--- src/rtl/core/llx_pkg.sv ---
// Package: shared types, token kind codes and character helpers for the lexer.
`timescale 1ns / 1ps
`default_nettype none
package llx_pkg;

    localparam int KEYWORD_CHARS = 6;
    localparam logic [15:0] LEN_MAX  = 16'hFFFF;
    localparam logic [23:0] LINE_MAX = 24'hFFFFFF;
    localparam logic [31:0] OFF_MAX  = 32'hFFFF_FFFF;

    // token kind codes
    localparam logic [5:0] K_LPAREN = 6'd0;
    localparam logic [5:0] K_RPAREN = 6'd1;
    localparam logic [5:0] K_LBRACE = 6'd2;
    localparam logic [5:0] K_RBRACE = 6'd3;
    localparam logic [5:0] K_COMMA  = 6'd4;
    localparam logic [5:0] K_DOT    = 6'd5;
    localparam logic [5:0] K_MINUS  = 6'd6;
    localparam logic [5:0] K_PLUS   = 6'd7;
    localparam logic [5:0] K_SEMI   = 6'd8;
    localparam logic [5:0] K_SLASH  = 6'd9;
    localparam logic [5:0] K_STAR   = 6'd10;
    localparam logic [5:0] K_BANG   = 6'd11;
    localparam logic [5:0] K_BANG_EQ = 6'd12;
    localparam logic [5:0] K_EQ     = 6'd13;
    localparam logic [5:0] K_EQ_EQ  = 6'd14;
    localparam logic [5:0] K_GT     = 6'd15;
    localparam logic [5:0] K_GT_EQ  = 6'd16;
    localparam logic [5:0] K_LT     = 6'd17;
    localparam logic [5:0] K_LT_EQ  = 6'd18;
    localparam logic [5:0] K_IDENT  = 6'd19;
    localparam logic [5:0] K_STRING = 6'd20;
    localparam logic [5:0] K_NUMBER = 6'd21;
    localparam logic [5:0] K_ERROR  = 6'd38;
    localparam logic [5:0] K_EOF    = 6'd39;

    localparam logic [1:0] E_NONE       = 2'd0;
    localparam logic [1:0] E_UNEXPECTED = 2'd1;
    localparam logic [1:0] E_UNTERM     = 2'd2;

    typedef enum logic [3:0] {
        M_IDLE, M_SLASH, M_COMMENT, M_OP, M_IDENT, M_INT, M_NUMDOT, M_FRAC, M_STRING
    } t_mode;

    // pending operator codes
    localparam logic [2:0] OP_NONE = 3'd0;
    localparam logic [2:0] OP_BANG = 3'd1;
    localparam logic [2:0] OP_EQ   = 3'd2;
    localparam logic [2:0] OP_LT   = 3'd3;
    localparam logic [2:0] OP_GT   = 3'd4;

    typedef struct packed {
        logic [7:0] in_byte;
        logic       end_of_text;
    } t_in;

    typedef struct packed {
        logic [5:0]  kind;
        logic [1:0]  err;
        logic [31:0] off;
        logic [15:0] len;
        logic [23:0] line;
    } t_tok;

    typedef struct packed {
        logic [5:0]  token_kind;
        logic [1:0]  error_code;
        logic [31:0] token_offset;
        logic [15:0] token_length;
        logic [23:0] token_line;
        logic        last_of_run;
    } t_out;

    // all tokens caused by one byte
    typedef struct packed {
        logic [1:0]       cnt;
        t_tok [2:0]       tok;
    } t_bundle;

    typedef logic [KEYWORD_CHARS-1:0][7:0] t_prefix;

    // keyword spellings, first character in the low byte
    localparam logic [15:0][47:0] KW_WORD = '{
        48'("elihw"), 48'("rav"),   48'("eurt"),  48'("siht"),
        48'("repus"), 48'("nruter"), 48'("tnirp"), 48'("ro"),
        48'("lin"),   48'("fi"),    48'("nuf"),   48'("rof"),
        48'("eslaf"), 48'("esle"),  48'("ssalc"), 48'("dna")
    };
    localparam logic [15:0][2:0] KW_LEN = '{
        3'd5, 3'd3, 3'd4, 3'd4, 3'd5, 3'd6, 3'd5, 3'd2,
        3'd3, 3'd2, 3'd3, 3'd3, 3'd5, 3'd4, 3'd5, 3'd3
    };

    function automatic logic is_digit(logic [7:0] c);
        return c >= "0" && c <= "9";
    endfunction

    function automatic logic is_alpha(logic [7:0] c);
        return (c >= "a" && c <= "z") || (c >= "A" && c <= "Z") || c == "_";
    endfunction

    function automatic t_tok mk_tok(logic [5:0] k, logic [1:0] e, logic [31:0] o,
                                    logic [15:0] l, logic [23:0] ln);
        t_tok t;
        t.kind = k;
        t.err  = e;
        t.off  = o;
        t.len  = l;
        t.line = ln;
        return t;
    endfunction

    // identifier or keyword kind from the stored prefix
    function automatic logic [5:0] kw_kind(t_prefix pre, logic [15:0] len);
        logic [5:0] k;
        logic       m;
        k = K_IDENT;
        for (int i = 0; i < 16; i++) begin
            m = (len == 16'(KW_LEN[i]));
            for (int j = 0; j < KEYWORD_CHARS; j++) begin
                if (j < int'(KW_LEN[i]) && pre[j] != KW_WORD[i][j*8 +: 8]) begin
                    m = 1'b0;
                end
            end
            if (m) begin
                k = 6'(22 + i);
            end
        end
        return k;
    endfunction

endpackage
`default_nettype wire

--- src/rtl/core/lox_token_lexer.sv ---
// Top level of the Lox token lexer: scanner, bundle queue and token serialiser.
//
// Input channel (i_valid/o_ready, payload i_in) takes one source byte per beat,
// or an end-of-text beat that flushes any held token and emits EOF.
// Output channel (o_valid/i_ready, payload o_out) gives one token per beat;
// last_of_run marks the final token caused by an input beat.
// Throughput: one input byte per cycle while each byte causes at most one token
// and the receiver does not stall; a byte causing several tokens sends them one
// per beat; the two-entry queue between scanner and serialiser absorbs the excess.
// A token is written to the queue when the byte that completes it is taken, and is
// shown once earlier bundles drain (a byte that only extends a token gives none).
// Reset (synchronous, active low) empties the queue and returns the scanner
// to offset 0, line 1. When the receiver stalls, the output beat holds; once
// the queue is full, o_ready drops until a bundle drains.
`timescale 1ns / 1ps
`default_nettype none
module lox_token_lexer (
    input  wire            i_clk,
    input  wire            i_rst_n,
    input  wire            i_valid,
    output logic           o_ready,
    input  wire llx_pkg::t_in i_in,
    output logic           o_valid,
    input  wire            i_ready,
    output llx_pkg::t_out  o_out
);
    logic             push, pop, q_ready, q_valid;
    llx_pkg::t_bundle f_bundle, q_bundle;

    llx_front u_front (
        .i_clk     (i_clk),
        .i_rst_n   (i_rst_n),
        .i_valid   (i_valid),
        .i_in      (i_in),
        .i_q_ready (q_ready),
        .o_ready   (o_ready),
        .o_push    (push),
        .o_bundle  (f_bundle)
    );

    llx_queue u_queue (
        .i_clk   (i_clk),
        .i_rst_n (i_rst_n),
        .i_push  (push),
        .i_data  (f_bundle),
        .o_ready (q_ready),
        .i_pop   (pop),
        .o_valid (q_valid),
        .o_data  (q_bundle)
    );

    llx_back u_back (
        .i_clk     (i_clk),
        .i_rst_n   (i_rst_n),
        .i_q_valid (q_valid),
        .i_q_data  (q_bundle),
        .o_pop     (pop),
        .o_valid   (o_valid),
        .i_ready   (i_ready),
        .o_out     (o_out)
    );
endmodule
`default_nettype wire

--- src/rtl/core/llx_front.sv ---
// Front end: per-byte scanner state machine, builds the bundle of tokens for each byte.
`timescale 1ns / 1ps
`default_nettype none
module llx_front (
    input  wire             i_clk,
    input  wire             i_rst_n,
    input  wire             i_valid,
    input  wire llx_pkg::t_in i_in,
    input  wire             i_q_ready,
    output logic            o_ready,
    output logic            o_push,
    output llx_pkg::t_bundle o_bundle
);
    llx_pkg::t_mode   r_mode, n_mode;
    logic [2:0]       r_op, n_op;
    llx_pkg::t_prefix r_pre, n_pre;
    logic [31:0]      r_start, n_start, r_pos, n_pos;
    logic [15:0]      r_len, n_len;
    logic [23:0]      r_line, n_line;

    logic             acc;
    logic [1:0]       fl_cnt;
    llx_pkg::t_tok [1:0] fl_tok;
    logic [5:0]       op_single, op_double;
    logic [31:0]      dot_off;

    assign o_ready = i_q_ready;
    assign acc     = i_valid && i_q_ready;

    // operator kinds
    always_comb begin
        case (r_op)
            llx_pkg::OP_BANG: begin op_single = llx_pkg::K_BANG; op_double = llx_pkg::K_BANG_EQ; end
            llx_pkg::OP_EQ:   begin op_single = llx_pkg::K_EQ;   op_double = llx_pkg::K_EQ_EQ;   end
            llx_pkg::OP_LT:   begin op_single = llx_pkg::K_LT;   op_double = llx_pkg::K_LT_EQ;   end
            llx_pkg::OP_GT:   begin op_single = llx_pkg::K_GT;   op_double = llx_pkg::K_GT_EQ;   end
            default:          begin op_single = llx_pkg::K_LPAREN; op_double = llx_pkg::K_LPAREN; end
        endcase
    end

    assign dot_off = (r_pos != 32'd0) ? r_pos - 32'd1 : 32'd0;

    // held token flushed by a non-continuing byte or end of text
    always_comb begin
        fl_cnt = 2'd0;
        fl_tok = '0;
        unique case (r_mode)
            llx_pkg::M_SLASH: begin
                fl_cnt = 2'd1;
                fl_tok[0] = llx_pkg::mk_tok(llx_pkg::K_SLASH, llx_pkg::E_NONE, r_start, 16'd1,
                                            r_line);
            end
            llx_pkg::M_OP: begin
                fl_cnt = 2'd1;
                fl_tok[0] = llx_pkg::mk_tok(op_single, llx_pkg::E_NONE, r_start, 16'd1, r_line);
            end
            llx_pkg::M_IDENT: begin
                fl_cnt = 2'd1;
                fl_tok[0] = llx_pkg::mk_tok((r_len > 16'(llx_pkg::KEYWORD_CHARS)) ?
                                            llx_pkg::K_IDENT : llx_pkg::kw_kind(r_pre, r_len),
                                            llx_pkg::E_NONE, r_start, r_len, r_line);
            end
            llx_pkg::M_INT, llx_pkg::M_FRAC: begin
                fl_cnt = 2'd1;
                fl_tok[0] = llx_pkg::mk_tok(llx_pkg::K_NUMBER, llx_pkg::E_NONE, r_start, r_len,
                                            r_line);
            end
            llx_pkg::M_NUMDOT: begin
                fl_cnt = 2'd2;
                fl_tok[0] = llx_pkg::mk_tok(llx_pkg::K_NUMBER, llx_pkg::E_NONE, r_start, r_len,
                                            r_line);
                fl_tok[1] = llx_pkg::mk_tok(llx_pkg::K_DOT, llx_pkg::E_NONE, dot_off, 16'd1,
                                            r_line);
            end
            llx_pkg::M_STRING: begin
                if (i_in.end_of_text) begin
                    fl_cnt = 2'd1;
                    fl_tok[0] = llx_pkg::mk_tok(llx_pkg::K_ERROR, llx_pkg::E_UNTERM, r_start,
                                                r_len, r_line);
                end
            end
            default: ;
        endcase
    end

    // per-byte step
    always_comb begin
        logic [7:0]  b;
        logic        handled;
        logic [1:0]  cnt;
        logic [5:0]  pk;
        logic        punct;
        logic [15:0] len_inc;
        logic [23:0] line_inc;
        b        = i_in.in_byte;
        handled  = 1'b0;
        cnt      = 2'd0;
        pk       = llx_pkg::K_LPAREN;
        punct    = 1'b0;
        len_inc  = (r_len == llx_pkg::LEN_MAX) ? r_len : r_len + 16'd1;
        line_inc = (r_line == llx_pkg::LINE_MAX) ? r_line : r_line + 24'd1;
        n_mode   = r_mode;
        n_op     = r_op;
        n_pre    = r_pre;
        n_start  = r_start;
        n_len    = r_len;
        n_line   = r_line;
        n_pos    = (r_pos == llx_pkg::OFF_MAX) ? r_pos : r_pos + 32'd1;
        o_bundle = '0;

        if (i_in.end_of_text) begin
            o_bundle.tok[0] = fl_tok[0];
            o_bundle.tok[1] = fl_tok[1];
            o_bundle.tok[fl_cnt] = llx_pkg::mk_tok(llx_pkg::K_EOF, llx_pkg::E_NONE, r_pos,
                                                   16'd0, r_line);
            cnt     = fl_cnt + 2'd1;
            n_mode  = llx_pkg::M_IDLE;
            n_op    = llx_pkg::OP_NONE;
            n_start = 32'd0;
            n_len   = 16'd0;
            n_pos   = 32'd0;
            n_line  = 24'd1;
        end else begin
            unique case (r_mode)
                llx_pkg::M_SLASH: begin
                    if (b == "/") begin
                        n_mode  = llx_pkg::M_COMMENT;
                        handled = 1'b1;
                    end
                end
                llx_pkg::M_COMMENT: begin
                    if (b == 8'h0A) begin
                        n_line = line_inc;
                        n_mode = llx_pkg::M_IDLE;
                    end
                    handled = 1'b1;
                end
                llx_pkg::M_OP: begin
                    if (b == "=") begin
                        o_bundle.tok[0] = llx_pkg::mk_tok(op_double, llx_pkg::E_NONE, r_start,
                                                          16'd2, r_line);
                        cnt     = 2'd1;
                        n_mode  = llx_pkg::M_IDLE;
                        n_op    = llx_pkg::OP_NONE;
                        handled = 1'b1;
                    end
                end
                llx_pkg::M_IDENT: begin
                    if (llx_pkg::is_alpha(b) || llx_pkg::is_digit(b)) begin
                        if (r_len < 16'(llx_pkg::KEYWORD_CHARS)) begin
                            n_pre[r_len[2:0]] = b;
                        end
                        n_len   = len_inc;
                        handled = 1'b1;
                    end
                end
                llx_pkg::M_INT: begin
                    if (llx_pkg::is_digit(b)) begin
                        n_len   = len_inc;
                        handled = 1'b1;
                    end else if (b == ".") begin
                        n_mode  = llx_pkg::M_NUMDOT;
                        handled = 1'b1;
                    end
                end
                llx_pkg::M_NUMDOT: begin
                    if (llx_pkg::is_digit(b)) begin
                        n_len   = (len_inc == llx_pkg::LEN_MAX) ? len_inc : len_inc + 16'd1;
                        n_mode  = llx_pkg::M_FRAC;
                        handled = 1'b1;
                    end
                end
                llx_pkg::M_FRAC: begin
                    if (llx_pkg::is_digit(b)) begin
                        n_len   = len_inc;
                        handled = 1'b1;
                    end
                end
                llx_pkg::M_STRING: begin
                    n_len = len_inc;
                    if (b == 8'h0A) begin
                        n_line = line_inc;
                    end
                    if (b == 8'h22) begin
                        o_bundle.tok[0] = llx_pkg::mk_tok(llx_pkg::K_STRING, llx_pkg::E_NONE,
                                                          r_start, len_inc, r_line);
                        cnt    = 2'd1;
                        n_mode = llx_pkg::M_IDLE;
                    end
                    handled = 1'b1;
                end
                default: begin
                    n_mode = llx_pkg::M_IDLE;
                end
            endcase

            if (!handled) begin
                // flush the held token, then treat the byte as between tokens
                o_bundle.tok[0] = fl_tok[0];
                o_bundle.tok[1] = fl_tok[1];
                cnt    = fl_cnt;
                n_mode = llx_pkg::M_IDLE;
                n_op   = llx_pkg::OP_NONE;
                case (b)
                    8'h20, 8'h09, 8'h0D: ;
                    8'h0A: n_line = line_inc;
                    "(": begin punct = 1'b1; pk = llx_pkg::K_LPAREN; end
                    ")": begin punct = 1'b1; pk = llx_pkg::K_RPAREN; end
                    "{": begin punct = 1'b1; pk = llx_pkg::K_LBRACE; end
                    "}": begin punct = 1'b1; pk = llx_pkg::K_RBRACE; end
                    ",": begin punct = 1'b1; pk = llx_pkg::K_COMMA;  end
                    ".": begin punct = 1'b1; pk = llx_pkg::K_DOT;    end
                    "-": begin punct = 1'b1; pk = llx_pkg::K_MINUS;  end
                    "+": begin punct = 1'b1; pk = llx_pkg::K_PLUS;   end
                    ";": begin punct = 1'b1; pk = llx_pkg::K_SEMI;   end
                    "*": begin punct = 1'b1; pk = llx_pkg::K_STAR;   end
                    "/": begin n_mode = llx_pkg::M_SLASH; n_start = r_pos; n_len = 16'd1; end
                    8'h22: begin
                        n_mode = llx_pkg::M_STRING; n_start = r_pos; n_len = 16'd1;
                    end
                    "!", "=", "<", ">": begin
                        n_mode  = llx_pkg::M_OP;
                        n_start = r_pos;
                        n_len   = 16'd1;
                        n_op    = (b == "!") ? llx_pkg::OP_BANG :
                                  (b == "=") ? llx_pkg::OP_EQ :
                                  (b == "<") ? llx_pkg::OP_LT : llx_pkg::OP_GT;
                    end
                    default: begin
                        if (llx_pkg::is_alpha(b)) begin
                            n_mode   = llx_pkg::M_IDENT;
                            n_start  = r_pos;
                            n_len    = 16'd1;
                            n_pre[0] = b;
                        end else if (llx_pkg::is_digit(b)) begin
                            n_mode  = llx_pkg::M_INT;
                            n_start = r_pos;
                            n_len   = 16'd1;
                        end else begin
                            punct = 1'b1;
                            pk    = llx_pkg::K_ERROR;
                        end
                    end
                endcase
                if (punct) begin
                    o_bundle.tok[fl_cnt] = llx_pkg::mk_tok(pk,
                        (pk == llx_pkg::K_ERROR) ? llx_pkg::E_UNEXPECTED : llx_pkg::E_NONE,
                        r_pos, 16'd1, n_line);
                    cnt = fl_cnt + 2'd1;
                end
            end
        end
        o_bundle.cnt = cnt;
        o_push       = acc && (cnt != 2'd0);
    end

    // scanner state
    always_ff @(posedge i_clk) begin
        if (!i_rst_n) begin
            r_mode  <= llx_pkg::M_IDLE;
            r_op    <= llx_pkg::OP_NONE;
            r_start <= 32'd0;
            r_len   <= 16'd0;
            r_pos   <= 32'd0;
            r_line  <= 24'd1;
        end else if (acc) begin
            r_mode  <= n_mode;
            r_op    <= n_op;
            r_start <= n_start;
            r_len   <= n_len;
            r_pos   <= n_pos;
            r_line  <= n_line;
        end
    end

    // identifier prefix, no reset
    always_ff @(posedge i_clk) begin
        if (acc) begin
            r_pre <= n_pre;
        end
    end
endmodule
`default_nettype wire

--- src/rtl/core/llx_queue.sv ---
// Two-entry bundle queue between the scanner and the token serialiser.
`timescale 1ns / 1ps
`default_nettype none
module llx_queue (
    input  wire              i_clk,
    input  wire              i_rst_n,
    input  wire              i_push,
    input  wire llx_pkg::t_bundle i_data,
    output logic             o_ready,
    input  wire              i_pop,
    output logic             o_valid,
    output llx_pkg::t_bundle o_data
);
    llx_pkg::t_bundle [1:0] r_mem;
    logic             r_wp, r_rp;
    logic [1:0]       r_cnt;

    assign o_ready = (r_cnt != 2'd2);
    assign o_valid = (r_cnt != 2'd0);
    assign o_data  = r_mem[r_rp];

    // pointers and fill count
    always_ff @(posedge i_clk) begin
        if (!i_rst_n) begin
            r_wp  <= 1'b0;
            r_rp  <= 1'b0;
            r_cnt <= 2'd0;
        end else begin
            if (i_push) r_wp <= ~r_wp;
            if (i_pop)  r_rp <= ~r_rp;
            r_cnt <= r_cnt + {1'b0, i_push} - {1'b0, i_pop};
        end
    end

    always_ff @(posedge i_clk) begin
        if (i_push) begin
            r_mem[r_wp] <= i_data;
        end
    end
endmodule
`default_nettype wire

--- src/rtl/core/llx_back.sv ---
// Back end: sends the tokens of each bundle one beat at a time.
`timescale 1ns / 1ps
`default_nettype none
module llx_back (
    input  wire              i_clk,
    input  wire              i_rst_n,
    input  wire              i_q_valid,
    input  wire llx_pkg::t_bundle i_q_data,
    output logic             o_pop,
    output logic             o_valid,
    input  wire              i_ready,
    output llx_pkg::t_out    o_out
);
    logic [1:0]    r_idx;
    logic          last;
    llx_pkg::t_tok t;

    assign t       = i_q_data.tok[r_idx];
    assign last    = (r_idx == i_q_data.cnt - 2'd1);
    assign o_valid = i_q_valid;
    assign o_pop   = i_q_valid && i_ready && last;

    always_comb begin
        o_out.token_kind   = t.kind;
        o_out.error_code   = t.err;
        o_out.token_offset = t.off;
        o_out.token_length = t.len;
        o_out.token_line   = t.line;
        o_out.last_of_run  = last;
    end

    // token index within the bundle
    always_ff @(posedge i_clk) begin
        if (!i_rst_n) begin
            r_idx <= 2'd0;
        end else if (i_q_valid && i_ready) begin
            r_idx <= last ? 2'd0 : r_idx + 2'd1;
        end
    end
endmodule
`default_nettype wire

--- config.mk ---
export PLATFORM = sky130hd
export DESIGN_NAME = lox_token_lexer
export DESIGN_NICKNAME = d
export VERILOG_FILES = /design/src/rtl/core/llx_pkg.sv /design/src/rtl/core/lox_token_lexer.sv /design/src/rtl/core/llx_front.sv /design/src/rtl/core/llx_queue.sv /design/src/rtl/core/llx_back.sv
export SDC_FILE = /design/constraint.sdc
export NUM_CORES = 1
export LEC_CHECK = 0
export BUFFER_PORTS_ARGS = -buffer_cell sky130_fd_sc_hd__buf_2
export CAP_MARGIN = 20
export CORE_MARGIN = 2
export CORE_UTILIZATION = 50
export CTS_BUF_LIST = sky130_fd_sc_hd__clkbuf_16
export CTS_CLUSTER_DIAMETER = 60
export DETAILED_ROUTE_END_ITERATION = 16
export GPL_TIMING_DRIVEN = 0
export PLACE_DENSITY_LB_ADDON = 0.2
export SYNTH_ARGS = -nofsm -noshare
export SYNTH_HDL_FRONTEND = slang
export SYNTH_SLANG_ARGS = --single-unit
--- constraint.sdc ---
create_clock -name i_clk -period 16.55 [get_ports i_clk]
set_input_delay 1.655 -clock i_clk [delete_from_list [all_inputs] [get_ports i_clk]]
set_output_delay 1.655 -clock i_clk [all_outputs]
set_load 0.02 [all_outputs]
After elaboration in Yosys (flattened, before gate mapping)
Cells that the tools add are included.
- bits of input ports: 13
- word-level logic and storage cells: 414
- register bits after elaboration: 649
- output and inout port bits: 83
- bitwise gates (word level): 3
- $add $sub $neg: 10
- equality and inequality tests: 101
- mux-type cells: 200
- magnitude comparators: 16
- reduce and logical (&&, ||, !) cells: 36
- operator list (operator ; number):
    2-to-1 mux 242 bit ; 3
    2-to-1 mux 240 bit ; 3
    bitwise mux 484 bit ; 1
    bitwise mux 240 bit ; 2
    case mux 80 bit (5 select lines) ; 1
    inequality test 8 x 7 -> 1 bit (second input constant) ; 43
    2-to-1 mux 80 bit ; 4
    demux 242 bit (select 1 bit) ; 1
    2-to-1 mux 32 bit ; 7
    2-to-1 mux 24 bit ; 8
    binary-select mux 80 bit (select 2 bit) ; 1
    demux 80 bit (select 2 bit) ; 1
    case mux 80 bit (2 select lines) ; 1
    2-to-1 mux 16 bit ; 9
    equality test 8 x 6 -> 1 bit (second input constant) ; 15
    2-to-1 mux 6 bit ; 20
    2-to-1 mux 1 bit ; 91
    2-to-1 mux 79 bit ; 1
    2-to-1 mux 77 bit ; 1
    case mux 16 bit (4 select lines) ; 1
    case mux 32 bit (2 select lines) ; 1
    case mux 6 bit (10 select lines) ; 1
    2-to-1 mux 8 bit ; 7
    bitwise mux 48 bit ; 1
    other kinds (74) ; 142

Depth between registers and ports, before layout
- depth after elaboration: 29
- mapped depth: 14

By module
From an unflattened synthesis, not the netlist that was laid out.
- cell total of the unflattened synthesis: 2972
- area, all modules: 33967.6 µm²
- by module, submodules not included (module ; instances ; area each (µm²) ; cells an instance ; seq. area each (µm²)):
    llx_queue ; 1 ; 18356.4 ; 772 ; 14614.0
    llx_front ; 1 ; 13775.7 ; 1913 ; 3663.5
    llx_back ; 1 ; 1835.5 ; 287 ; 40.0

Least setup slack after synthesis
Ideal clock, no wire load.
- path kind: input -> register
- from: input port i_in[5] in the netlist's numbering
- to: register u_queue.r_mem[0] in the netlist's numbering, enable pin
- path slack: 2.631 ns
- arrival time: 13.115 ns
- stages on the path: 9
- required time: 15.746 ns
- path buffers: 2
- cell sequence: clkbuf_1 or4_1 o21ai_1 nor3_1 nor4_2 clkbuf_1 o31ai_1 a31oi_1 nor2b_1
- longest elaborated chain between the ends: 13
- RTL lines (what ; line ; source):
    start: declaration ; lox_token_lexer.sv:22 ; input wire llx_pkg::t_in i_in,
    >= comparator 8 x 7 -> 1 bit / <= comparator 8 x 7 -> 1 bit (equally long branches) ; llx_pkg.sv:99 ; return (c >= "a" && c <= "z") || (c >= "A" && c <= "Z") || c == "_";
    logical AND 1 bit ; llx_pkg.sv:99 ;
    logical OR 1 bit (2 in a row) ; llx_pkg.sv:99 ;
    2-to-1 mux 1 bit ; llx_front.sv:230 ; if (llx_pkg::is_alpha(b)) begin
    case mux 1 bit (2 select lines) ; llx_front.sv:204 ; case (b)
    2-to-1 mux 1 bit ; llx_front.sv:197 ; if (!handled) begin
    2-to-1 mux 1 bit ; llx_front.sv:111 ; if (i_in.end_of_text) begin
    2-to-1 mux 2 bit ; llx_front.sv:245 ; if (punct) begin
    2-to-1 mux 2 bit * ; llx_front.sv:197 ;
    2-to-1 mux 2 bit * ; llx_front.sv:111 ;
    nonzero test 2 bit * ; llx_front.sv:254 ; o_push = acc && (cnt != 2'd0);
    logical AND 1 bit * ; llx_front.sv:254 ;
    net push ; lox_token_lexer.sv:27 ; logic push, pop, q_ready, q_valid;
    end signal: indexed assignment ; llx_queue.sv:37 ; r_mem[r_wp] <= i_data;
    end: declaration ; llx_queue.sv:14 ; llx_pkg::t_bundle [1:0] r_mem;
Mark *: on every way through the listed nets, which the timed path passes. The rest lies on a longest branch. The select of a mux whose other input is x is not followed.
A chain may end at the register's enable or synchronous reset.

Worst setup path after layout
- from: input port i_in[1] in the netlist's numbering
- to: register u_queue.r_mem[467] in the netlist's numbering, enable pin
The elaborated chain is that of the path after synthesis.

==> flow_metrics.tcl <==
set metrics [dict create \
    antenna_left 0 \
    timing.critical_path.mode_cell "sky130_fd_sc_hd__buf_16" \
    grt_pass1_wl_mm 135 \
    globalplace.congestion 0.923 \
    crit_type "input pin to flip-flop" \
    drc 0 \
    final_hpwl_from_detailed_placement_mm 64.1 \
    final.period_utilization_pct 40.6 \
    hold_crit_path_type "flip-flop to flip-flop" \
    leading_cell_type_in_the_layout_fill_and_taps_excluded "sky130_fd_sc_hd__edfxtp_1" \
    synth_top_flop_cell "sky130_fd_sc_hd__edfxtp_1" \
    finalSetupTns_ps 0 \
    overflow 0 \
    cts_buffer_count 66 \
    insertedDiodeCount 0 \
    route.detailed.vias_per_inst 6.35 \
    antenna_found_initial 0 \
    timing.slew.headroom_pct 25.8 \
    power.density_cell_area_nw_per_um2 124 \
    synthesis.instances 2552 \
    worstSetupPathDepth 13 \
    crit_path_max_fanout 64 \
    most_frequent_cells_in_the_layout "sky130_fd_sc_hd__edfxtp_1 (464), sky130_fd_sc_hd__nor2_1 (243), sky130_fd_sc_hd__clkbuf_1 (165)" \
    grt_start_max_net_pins 65 \
    synth_nets 2579 \
    end_kind "flip-flop" \
    initial_utilization_pct 50.3 \
    cp_slowest_cell "sky130_fd_sc_hd__and2_4" \
    syn_area_per_cell_um2 11.3 \
    ys_top_cells_by_area "sky130_fd_sc_hd__edfxtp_1 (48%), sky130_fd_sc_hd__dfxtp_1 (8.1%), sky130_fd_sc_hd__mux4_2 (4.9%), sky130_fd_sc_hd__nor2_1 (3.2%), sky130_fd_sc_hd__mux2i_1 (3.1%)" \
    achievable-frequency_mhz 149 \
    p_seq_share_pct 43.2 \
    postCtsResizedCells 0 \
    switchingPower_mw 1.21 \
    timing.hold.worst_path_depth 2 \
    cell_family_contributing_the_most_delay_on_the_critical_path "simple AND/OR/NAND/NOR gates" \
    comb_power_share_pct 21.7 \
    run_status "completed" \
    floorplan.die_area_um2 59800 \
    ys_types 87 \
    clk_path_buf_depth 3 \
    die_w_um 244 \
    initialDrtViolationCount 2607 \
    synth_warnings 0 \
    max-vdd-ir-drop_mv 0.0848 \
    reg2regPathDepth 14 \
    ys_seq_elements 581 \
    rsz0062_at_grt "false" \
    final_number_of_max_transition_violations 0 \
    power_switching_share_pct 29.6 \
    async_flop_share_pct 0 \
    cts-htree-levels 3 \
    worstMarginPinSlew_ps 1110 \
    max-cap-violations 0 \
    nNetsFinal 2762 \
    slowest_delay_ps 830 \
    first_pass_iters 5 \
    timing.final.crit_period_ps 6720 \
    timing.reg2reg.setup_slack_ps 11180 \
    post-cts-setup-buffer-count 0 \
    cts_hold_repair.buffers 0 \
    post-synth-top-area-fraction_pct 48.2 \
    cts_tree "built" \
    synth-seq-area-share_pct 56.3 \
    number_of_global_route_vias_before_repair 21800 \
    worstPathBufferInverterCount 6 \
    path_cells "buf_2, clkbuf_1, a21oi_1, nor3_1, nor3_1, nor4_2, clkbuf_1, o31ai_1, a31oi_1, and2_4, buf_16, buf_16, buf_16" \
    floorplan.core_area_um2 57500 \
    critPathLaunchType "input pin" \
    worstSkewPairLatency_ps 610 \
    worst_setup_hold_path_clk_slew_ps 60 \
    io_pins 96 \
    worst_ep_arrival_time_ps 7000 \
    clk_root_buffer_cell "sky130_fd_sc_hd__clkbuf_16" \
    grtUsageTotal_pct 29.9 \
    wl_per_cell_um 25.3 \
    cts.sinks 581 \
    syn_to_final_growth_pct 13.5 \
    share_of_layout_cells_above_drive_strength_1_pct 11.7 \
    final_hold_vios 0 \
    detail_route.wirelength_mm 89.8 \
    die-height_um 244 \
    synth_enable_flop_cells 464 \
    internal-power_mw 2.87 \
    crit_required_ps 16830 \
    static-leakage-power_nw 11.1 \
    clock-skew-final_ps 20.2 \
    cell_taking_the_most_area_after_synthesis "sky130_fd_sc_hd__edfxtp_1" \
    port_buffers 94 \
    core.rowCount 88 \
    pwr-share-clk_pct 35.1 \
    mappedNetlistArea_um2 28900 \
    utilization_pct 57.1 \
    vias 22600 \
    final_setup_vio_count 0 \
]
==> final timing paths <==
check / start / end
max: i_in[1] / u_queue.r_mem[467]
min: u_front.r_start[16] / u_front.r_start[16]
max reg2reg: u_front.r_len[1] / u_front.r_len[0]
min reg2reg: u_front.r_start[16] / u_front.r_start[16]
==> through the flow <==
stage          instance area [µm²]  setup WS, ps  std cells  power (mW)  hold WS, ps
3_5_place_dp                 30600          9280       3428        2.68          504
3_3_place_gp                 30300         -3540       3411        2.71          460
6_report                     32800          9830       3554        4.08          512
4_1_cts                      32800          9910       3550        4.11          517
2_1_floorplan                28900          2630       2552        2.39          451
5_1_grt                      32800          9420       3554        4.23          542
==> synthesized netlist by cell type, types with 18 or more instances <==
cell	instances
sky130_fd_sc_hd__mux4_2	63
sky130_fd_sc_hd__a22oi_1	41
sky130_fd_sc_hd__dfxtp_1	117
sky130_fd_sc_hd__nand4_1	45
sky130_fd_sc_hd__or3_1	24
sky130_fd_sc_hd__a22o_1	42
sky130_fd_sc_hd__xnor2_1	58
sky130_fd_sc_hd__nand2b_1	18
sky130_fd_sc_hd__nand3_1	71
sky130_fd_sc_hd__a31oi_1	19
sky130_fd_sc_hd__and3_1	26
sky130_fd_sc_hd__buf_1	20
sky130_fd_sc_hd__nor4_1	38
sky130_fd_sc_hd__and2_1	75
sky130_fd_sc_hd__inv_1	99
sky130_fd_sc_hd__nand2_1	151
sky130_fd_sc_hd__nor2b_1	36
sky130_fd_sc_hd__o21ai_0	100
sky130_fd_sc_hd__a21oi_1	111
sky130_fd_sc_hd__nor2_1	243
sky130_fd_sc_hd__mux2i_1	89
sky130_fd_sc_hd__clkbuf_1	165
sky130_fd_sc_hd__xor2_1	20
sky130_fd_sc_hd__nor3_1	47
sky130_fd_sc_hd__o22ai_1	84
sky130_fd_sc_hd__edfxtp_1	464
==> per-layer routing <==
layer | track usage (%) | vias to the layer above | part of all wire [%]
met5 | 0 | - | 0
met4 | 12.7 | 0 | 3.9
li1 | - | 10100 | -
met2 | 46.2 | 1017 | 45
met1 | 42.2 | 11300 | 43
met3 | 4.68 | 211 | 7.9
==> worst reg2reg max path, cell delays in order (launching register included) <==
cell,delay (ps)
sky130_fd_sc_hd__dfxtp_1,430
sky130_fd_sc_hd__ha_1,210
sky130_fd_sc_hd__buf_2,250
sky130_fd_sc_hd__nand3_1,390
sky130_fd_sc_hd__nor2_1,540
sky130_fd_sc_hd__nand2_1,220
sky130_fd_sc_hd__clkbuf_1,390
sky130_fd_sc_hd__xnor2_1,530
sky130_fd_sc_hd__ha_1,410
sky130_fd_sc_hd__nand4_1,420
sky130_fd_sc_hd__or3_1,490
sky130_fd_sc_hd__buf_2,210
sky130_fd_sc_hd__xnor2_1,170
sky130_fd_sc_hd__or4_1,500
sky130_fd_sc_hd__nand3_1,120
==> registers in the layout (all words and copies together) (netlist names) <==
signal	cells
u_queue.r_mem	416
u_front.r_pre	48
u_front.r_pos	32
u_front.r_start	32
u_front.r_line	24
u_front.r_len	16
u_front.r_mode	4
u_front.r_op	3
u_back.r_idx	2
u_queue.r_cnt	2
u_queue.r_rp	1
u_queue.r_wp	1
==> logic make-up (layout without fill, tap and decap cells) <==
family          after synthesis  in the layout  share of synthesized area (%)
buf+inv                     299            536                           3.99
simple gates                874            874                           15.9
fa+ha+maj                    14             14                          0.606
xor+xnor                     78             78                           2.36
compound gates              544            544                           12.5
mux                         162            162                           8.38
flops                       581            581                           56.3
==> layout make-up <==
cell class / count / area [µm²]
buffer: 199 / 779
clock buffer: 69 / 1730
clock inverter: 53 / 420
fill: 4900 / 24700
inverter: 100 / 375
multi-input combinational: 1672 / 11500
sequential: 581 / 16300
tap: 765 / 957
timing repair buffer: 115 / 786
==> power by group through the flow <==
stage                     Combinational (mW)  Sequential (mW)  Clock (mW)
after floorplan                        0.560             1.83           0
after global placement                 0.844             1.87           0
after detailed placement               0.882             1.80           0
after CTS                              0.886             1.77        1.45
after global routing                   0.944             1.78        1.51
final                                  0.884             1.77        1.43
Power figures use the tool's default switching activity.
